`config.mk`:
```
export PLATFORM = sky130hd
export DESIGN_NAME = spam_operands
export DESIGN_NICKNAME = d
export VERILOG_FILES = /design/src/design/spam_pkg.sv /design/src/design/spam_operands.sv
export SDC_FILE = /design/constraint.sdc
export NUM_CORES = 1
export LEC_CHECK = 0
export ABC_AREA = 1
export BUFFER_PORTS_ARGS = -buffer_cell sky130_fd_sc_hd__buf_2
export CAP_MARGIN = 20
export CORE_MARGIN = 3
export CORE_UTILIZATION = 50
export CTS_CLUSTER_SIZE = 40
export DETAILED_ROUTE_END_ITERATION = 10
export PLACE_DENSITY = 0.67
export SETUP_SLACK_MARGIN = 0.5
export SYNTH_ARGS = -nofsm -noshare
export SYNTH_HDL_FRONTEND = slang
export SYNTH_SLANG_ARGS = --single-unit
```
`constraint.sdc`:
```
create_clock -name clk_i -period 3.3 [get_ports clk_i]
set_clock_uncertainty 0.15 [all_clocks]
set_input_delay 0.165 -clock clk_i [delete_from_list [all_inputs] [get_ports clk_i]]
set_output_delay 0.165 -clock clk_i [all_outputs]
set_load 0.01 [all_outputs]
```
`src/design/spam_pkg.sv`:
```
// Shared constants, types and codes of the sparse polynomial add/multiply unit.
package spam_pkg;

  localparam int unsigned MaxTerms    = 8;
  localparam int unsigned MaxExponent = 255;
  localparam int unsigned AccDepth    = 2 * MaxExponent + 1;

  localparam int unsigned CntW    = $clog2(MaxTerms + 1);
  localparam int unsigned IdxW    = (MaxTerms > 1) ? $clog2(MaxTerms) : 1;
  localparam int unsigned AddrW   = $clog2(AccDepth);
  localparam int unsigned CoefW   = 16;
  localparam int unsigned ExpW    = 8;
  localparam int unsigned ProdW   = 2 * CoefW;
  localparam int unsigned AccW    = 38;
  localparam int unsigned ResExpW = 9;

  localparam logic ModeAdd = 1'b0;
  localparam logic ModeMul = 1'b1;

  typedef struct packed {
    logic [ExpW-1:0]  expo;
    logic [CoefW-1:0] coef;
  } term_t;

  typedef struct packed {
    logic load;
    logic second;
    logic clear;
  } opnd_ctrl_t;

  typedef struct packed {
    logic [CntW-1:0] a_count;
    logic [CntW-1:0] b_count;
    logic            dropped;
  } opnd_status_t;

endpackage

```
`src/design/spam_operands.sv`:
```
// Operand term stores for polynomials A and B with fill counts and drop flag.
module spam_operands (
  input  logic                           clk_i,
  input  logic                           rst_ni,
  input  spam_pkg::opnd_ctrl_t           ctrl_i,
  input  spam_pkg::term_t                in_term_i,
  input  logic [spam_pkg::IdxW-1:0]      a_idx_i,
  input  logic [spam_pkg::IdxW-1:0]      b_idx_i,
  output spam_pkg::term_t                a_term_o,
  output spam_pkg::term_t                b_term_o,
  output spam_pkg::opnd_status_t         status_o
);

  spam_pkg::term_t first_terms_q  [spam_pkg::MaxTerms];
  spam_pkg::term_t second_terms_q [spam_pkg::MaxTerms];

  logic [spam_pkg::CntW-1:0] a_cnt_q, a_cnt_d;
  logic [spam_pkg::CntW-1:0] b_cnt_q, b_cnt_d;
  logic                      ovf_q, ovf_d;

  logic in_range;
  logic a_room;
  logic b_room;
  logic store_a;
  logic store_b;

  assign in_range = (32'(in_term_i.expo) <= spam_pkg::MaxExponent);
  assign a_room   = (a_cnt_q < spam_pkg::CntW'(spam_pkg::MaxTerms));
  assign b_room   = (b_cnt_q < spam_pkg::CntW'(spam_pkg::MaxTerms));
  assign store_a  = ctrl_i.load && !ctrl_i.second && in_range && a_room;
  assign store_b  = ctrl_i.load && ctrl_i.second && in_range && b_room;

  always_comb begin
    a_cnt_d = a_cnt_q;
    b_cnt_d = b_cnt_q;
    ovf_d   = ovf_q;
    if (ctrl_i.clear) begin
      a_cnt_d = '0;
      b_cnt_d = '0;
      ovf_d   = 1'b0;
    end else if (ctrl_i.load) begin
      if (store_a) begin
        a_cnt_d = a_cnt_q + spam_pkg::CntW'(1);
      end
      if (store_b) begin
        b_cnt_d = b_cnt_q + spam_pkg::CntW'(1);
      end
      if (!store_a && !store_b) begin
        ovf_d = 1'b1;
      end
    end
  end

  always_ff @(posedge clk_i or negedge rst_ni) begin
    if (!rst_ni) begin
      a_cnt_q <= '0;
      b_cnt_q <= '0;
      ovf_q   <= 1'b0;
    end else begin
      a_cnt_q <= a_cnt_d;
      b_cnt_q <= b_cnt_d;
      ovf_q   <= ovf_d;
    end
  end

  always_ff @(posedge clk_i) begin
    if (store_a) begin
      first_terms_q[a_cnt_q[spam_pkg::IdxW-1:0]] <= in_term_i;
    end
    if (store_b) begin
      second_terms_q[b_cnt_q[spam_pkg::IdxW-1:0]] <= in_term_i;
    end
  end

  assign a_term_o         = first_terms_q[a_idx_i];
  assign b_term_o         = second_terms_q[b_idx_i];
  assign status_o.a_count = a_cnt_q;
  assign status_o.b_count = b_cnt_q;
  assign status_o.dropped = ovf_q;

endmodule

```
==> results_tabular.tex <==
\begin{tabular}{lr}
\hline
Metric & Value \\
\hline
\multicolumn{2}{l}{\textbf{Power}} \\
\quad Leakage power summed over all cells & between 9 and 10 nW \\
\quad Post-layout total power & 10.6 mW \\
\quad Peak VDD IR & 0.000352 V \\
\quad Power density normalized to cell area & 539 nW/um\^{}2 \\
\multicolumn{2}{l}{\textbf{Critical path}} \\
\quad Number of gates on the worst path with buffers counted & 7 \\
\quad Endpoint kind of the worst setup timing path & register \\
\quad Worst path arrival time & 2.31 ns \\
\quad Max incr delay on CP & 0.63 ns \\
\quad Setup slack of the most critical reg-to-reg path & 1.01 ns \\
\quad Worst path cell trace & inv\_1, nand3\_1, inv\_1, dlygate4sd3\_1, nand2\_1, inv\_1, buf\_4 \\
\quad WP buf/inv & 5 \\
\quad Critical register-to-register path startpoint & a\_cnt\_q[3]\$\_DFFE\_PN0P\_ \\
\quad Crit-path most repeated cell & sky130\_fd\_sc\_hd\_\_inv\_1 \\
\quad Kind of start point of the critical path & register \\
\quad Cells on worst reg2reg path & 7 \\
\quad Crit Path Max Fanout & 24 \\
\quad Reg2Reg Capture Point & first\_terms\_q[7][21]\$\_DFFE\_PP\_ \\
\quad Data required time of the worst path & roughly 3.3 ns \\
\quad Cell class contributing the biggest share of worst-path delay & buffers and inverters \\
\quad Crit path capture & first\_terms\_q[7][21]\$\_DFFE\_PP\_ \\
\quad Cell with the largest stage delay on the worst path & sky130\_fd\_sc\_hd\_\_dlygate4sd3\_1 \\
\quad Worst Setup SP & a\_cnt\_q[3]\$\_DFFE\_PN0P\_ \\
\quad Startpoint-to-endpoint class of the critical path & reg -> reg \\
\multicolumn{2}{l}{\textbf{Clock network}} \\
\quad Total number of H-tree levels & 2 \\
\quad Clk Latency, worst-skew pair & about 0.52 ns \\
\quad CTS clock-pin slew for the worst setup and hold paths & 0.06 ns \\
\quad Hold bufs inserted after CTS & 32 \\
\quad Number of buffers created by CTS & 40 \\
\quad TritonCTS clock tree & done \\
\quad Post-CTS setup buffer count & 0 \\
\quad CTS Root Cell & sky130\_fd\_sc\_hd\_\_clkbuf\_16 \\
\quad Max clock buf depth & 3 \\
\quad CTS resizes & 0 \\
\quad Number of sinks handled by clock tree synthesis & around 390 \\
\multicolumn{2}{l}{\textbf{Global route}} \\
\quad Largest net degree at the start of global routing & 97 \\
\quad Overall global routing resource usage & 21.0\% \\
\quad Initial antenna violation count & 0 \\
\quad Aggregate global routing overflow & 0 \\
\quad Vias in the first global route & 11,200 \\
\quad Global-route wire length before repair & about 60,000 um \\
\multicolumn{2}{l}{\textbf{Floorplan}} \\
\quad Core region area & 33,800 um\^{}2 \\
\quad Die outline width & 192 um \\
\quad Number of placement rows & 67 \\
\quad \# IOs & 92 \\
\quad Die outline area & 36,800 um\^{}2 \\
\quad Initial standard-cell utilization of the core & roughly 51\% \\
\quad Die Y & 192 um \\
\multicolumn{2}{l}{\textbf{STA}} \\
\quad Setup-failing EPs final & 0 \\
\quad Setup TNS & 0 ns \\
\quad Final period demand of the worst path & 2.29 ns \\
\quad Final Hold Fails & 0 \\
\quad Final count of pins violating max slew & 0 \\
\quad Setup repair after global routing missed its margin & false \\
\quad Slew margin rel. & 29.2\% \\
\quad Worst-margin pin slew & 1.06 ns \\
\quad Period utilization & 69.3\% \\
\quad FMAX & 438 MHz \\
\multicolumn{2}{l}{\textbf{Route}} \\
\quad Average vias per placed instance & 4.86 \\
\quad Router iterations before antenna repair & 5 \\
\quad Wirelength, routed & 37,500 um \\
\quad DRC Markers & 0 \\
\quad WL/cell & 16.0 um \\
\quad Via count of the routed design & around 11,000 \\
\quad Iteration-0 DRC count of the detailed router & 939 \\
\quad Routed Antenna Nets & 0 \\
\multicolumn{2}{l}{\textbf{Place}} \\
\quad Detailed Place HPWL & 20,500 um \\
\quad Cell area after placement & $\sim$18,000 um\^{}2 \\
\quad GP Congestion & 0.778 \\
\quad Number of I/O port buffers & 91 \\
\multicolumn{2}{l}{\textbf{Yosys}} \\
\quad Ys Warns & 0 \\
\quad Post-Synthesis Net Count & about 1,800 \\
\quad Average instance area after synthesis & between 9 and 10 um\^{}2 \\
\quad Proportion of synthesized chip area in sequential cells & 68.1\% \\
\quad Cells after Synth & 1,745 \\
\quad Flip-flop cell with the highest count after synthesis & sky130\_fd\_sc\_hd\_\_edfxtp\_1 \\
\quad Post-synth cell types & 16 \\
\quad Post-synth EDFFs & 384 \\
\quad Number of storage elements in the synthesis netlist & 393 \\
\quad Async SR Flop Fraction & 2.29\% \\
\quad Summed instance area of the synthesized netlist & $\sim$17,000 um\^{}2 \\
\multicolumn{2}{l}{\textbf{Cells and area}} \\
\quad Commonest cells after routing, fill and taps aside & sky130\_fd\_sc\_hd\_\_nand2\_1 (645), sky130\_fd\_sc\_hd\_\_inv\_1 (402), sky130\_fd\_sc\_hd\_\_edfxtp\_1 (384), sky130\_fd\_sc\_hd\_\_nand3\_1 (197), sky130\_fd\_sc\_hd\_\_buf\_2 (91) \\
\quad Area added between synthesis and finish & 14.2\% \\
\quad Layout Utilization & roughly three fifths \\
\quad Net count, final & 1,903 \\
\quad Final design area excluding fillers & around 20,000 um\^{}2 \\
\quad Layout cells sized above 1 & just over 10\% \\
\quad Count of antenna diodes in the layout & 0 \\
\quad Most common cell after layout, fill and taps aside & sky130\_fd\_sc\_hd\_\_nand2\_1 \\
\multicolumn{2}{l}{\textbf{Status}} \\
\quad Status & complete, no violations \\
\multicolumn{2}{l}{\textbf{Hold path}} \\
\quad Worst hold path type & in -> reg \\
\multicolumn{2}{l}{\textbf{Run}} \\
\quad Max capacitance violation total & 0 \\
\hline
\end{tabular}
## kinds of logic (layout without fill, tap and decap cells)
| logic type | after synthesis | after routing | share of synthesized area (%) |
|---|---|---|---|
| adders and majority gates | 2 | 2 | 0.145 |
| and+or+nand+nor | 863 | 863 | 20.2 |
| AOI/OAI and AO/OA | 8 | 8 | 0.232 |
| buffers and inverters | 478 | 628 | 11.3 |
| xor gates and xnor gates | 1 | 1 | 0.0507 |
| DFF | 393 | 393 | 68.1 |
## Yosys cell counts (7+ instances only)
master | count | area (um^2)
sky130_fd_sc_hd__nand3_1 | 197 | 986
sky130_fd_sc_hd__nor2_1 | 21 | 78.8
sky130_fd_sc_hd__clkbuf_1 | 9 | 33.8
sky130_fd_sc_hd__dfrtp_1 | 9 | 225
sky130_fd_sc_hd__buf_1 | 7 | 26.3
sky130_fd_sc_hd__nand2_1 | 645 | 2420
sky130_fd_sc_hd__edfxtp_1 | 384 | 11500
sky130_fd_sc_hd__buf_2 | 41 | 205
sky130_fd_sc_hd__buf_6 | 12 | 135
sky130_fd_sc_hd__inv_1 | 402 | 1510
## final cells by class
cell class / instances / area (um^2)
timing repair buffer: 152 / 1030
multi-input combinational: 874 / 3590
clock inverter: 25 / 219
fill: 2806 / 14100
sequential: 393 / 11800
tap: 448 / 561
inverter: 405 / 1520
clock buffer: 46 / 1040
## power by group
group	switching (mW)	internal [mW]	total (mW)	leakage (nW)
clock	1.80	2.57	4.37	0.613
combinational	0.485	0.216	0.701	4.98
sequential	0.0152	5.54	5.55	3.59
total	2.30	8.33	10.6	9.19
## worst min-delay path by stage
stage	start	endpoint	cells after the start
CTS	ctrl_i[0]	a_cnt_q[3]$_DFFE_PN0P_	3
global route	ctrl_i[0]	a_cnt_q[3]$_DFFE_PN0P_	3
detailed placement	rst_ni	b_cnt_q[3]$_DFFE_PN0P_	1
floorplan	rst_ni	a_cnt_q[0]$_DFFE_PN0P_	0
finish	ctrl_i[0]	a_cnt_q[3]$_DFFE_PN0P_	3
global placement	rst_ni	ovf_q$_DFFE_PN0P_	1
## sequential cells by signal, summed over array words and instances, names as in the netlist
name / cells
second_terms_q: 192
b_cnt_q: 4
first_terms_q: 192
ovf_q: 1
a_cnt_q: 4
## through the flow
| step | cells | hold WS, ns | setup WS, ns |
|---|---|---|---|
| floorplan | 1745 | -0.281 | 0.896 |
| global placement | 2239 | -0.123 | 1.23 |
| detailed placement | 2239 | -0.119 | 1.21 |
| CTS | 2342 | 0.207 | 1.02 |
| global route | 2343 | 0.268 | 0.869 |
| finish | 2343 | 0.240 | 1.01 |
## worst register-to-register path: cells and delay by family (launching register included)
family | cells | cell delay (ns)
flip-flops | 1 | 0.39
buffers and inverters | 5 | 1.21
AND/OR/NAND/NOR | 2 | 0.18
## metal layers
layer	wire [um]	GRT usage (%)
met5	0	0
met2	18600	36.2
met1	15600	27.6
met3	2380	3.16
met4	922	6.41
Note: power is estimated with default switching activity, not from simulation.
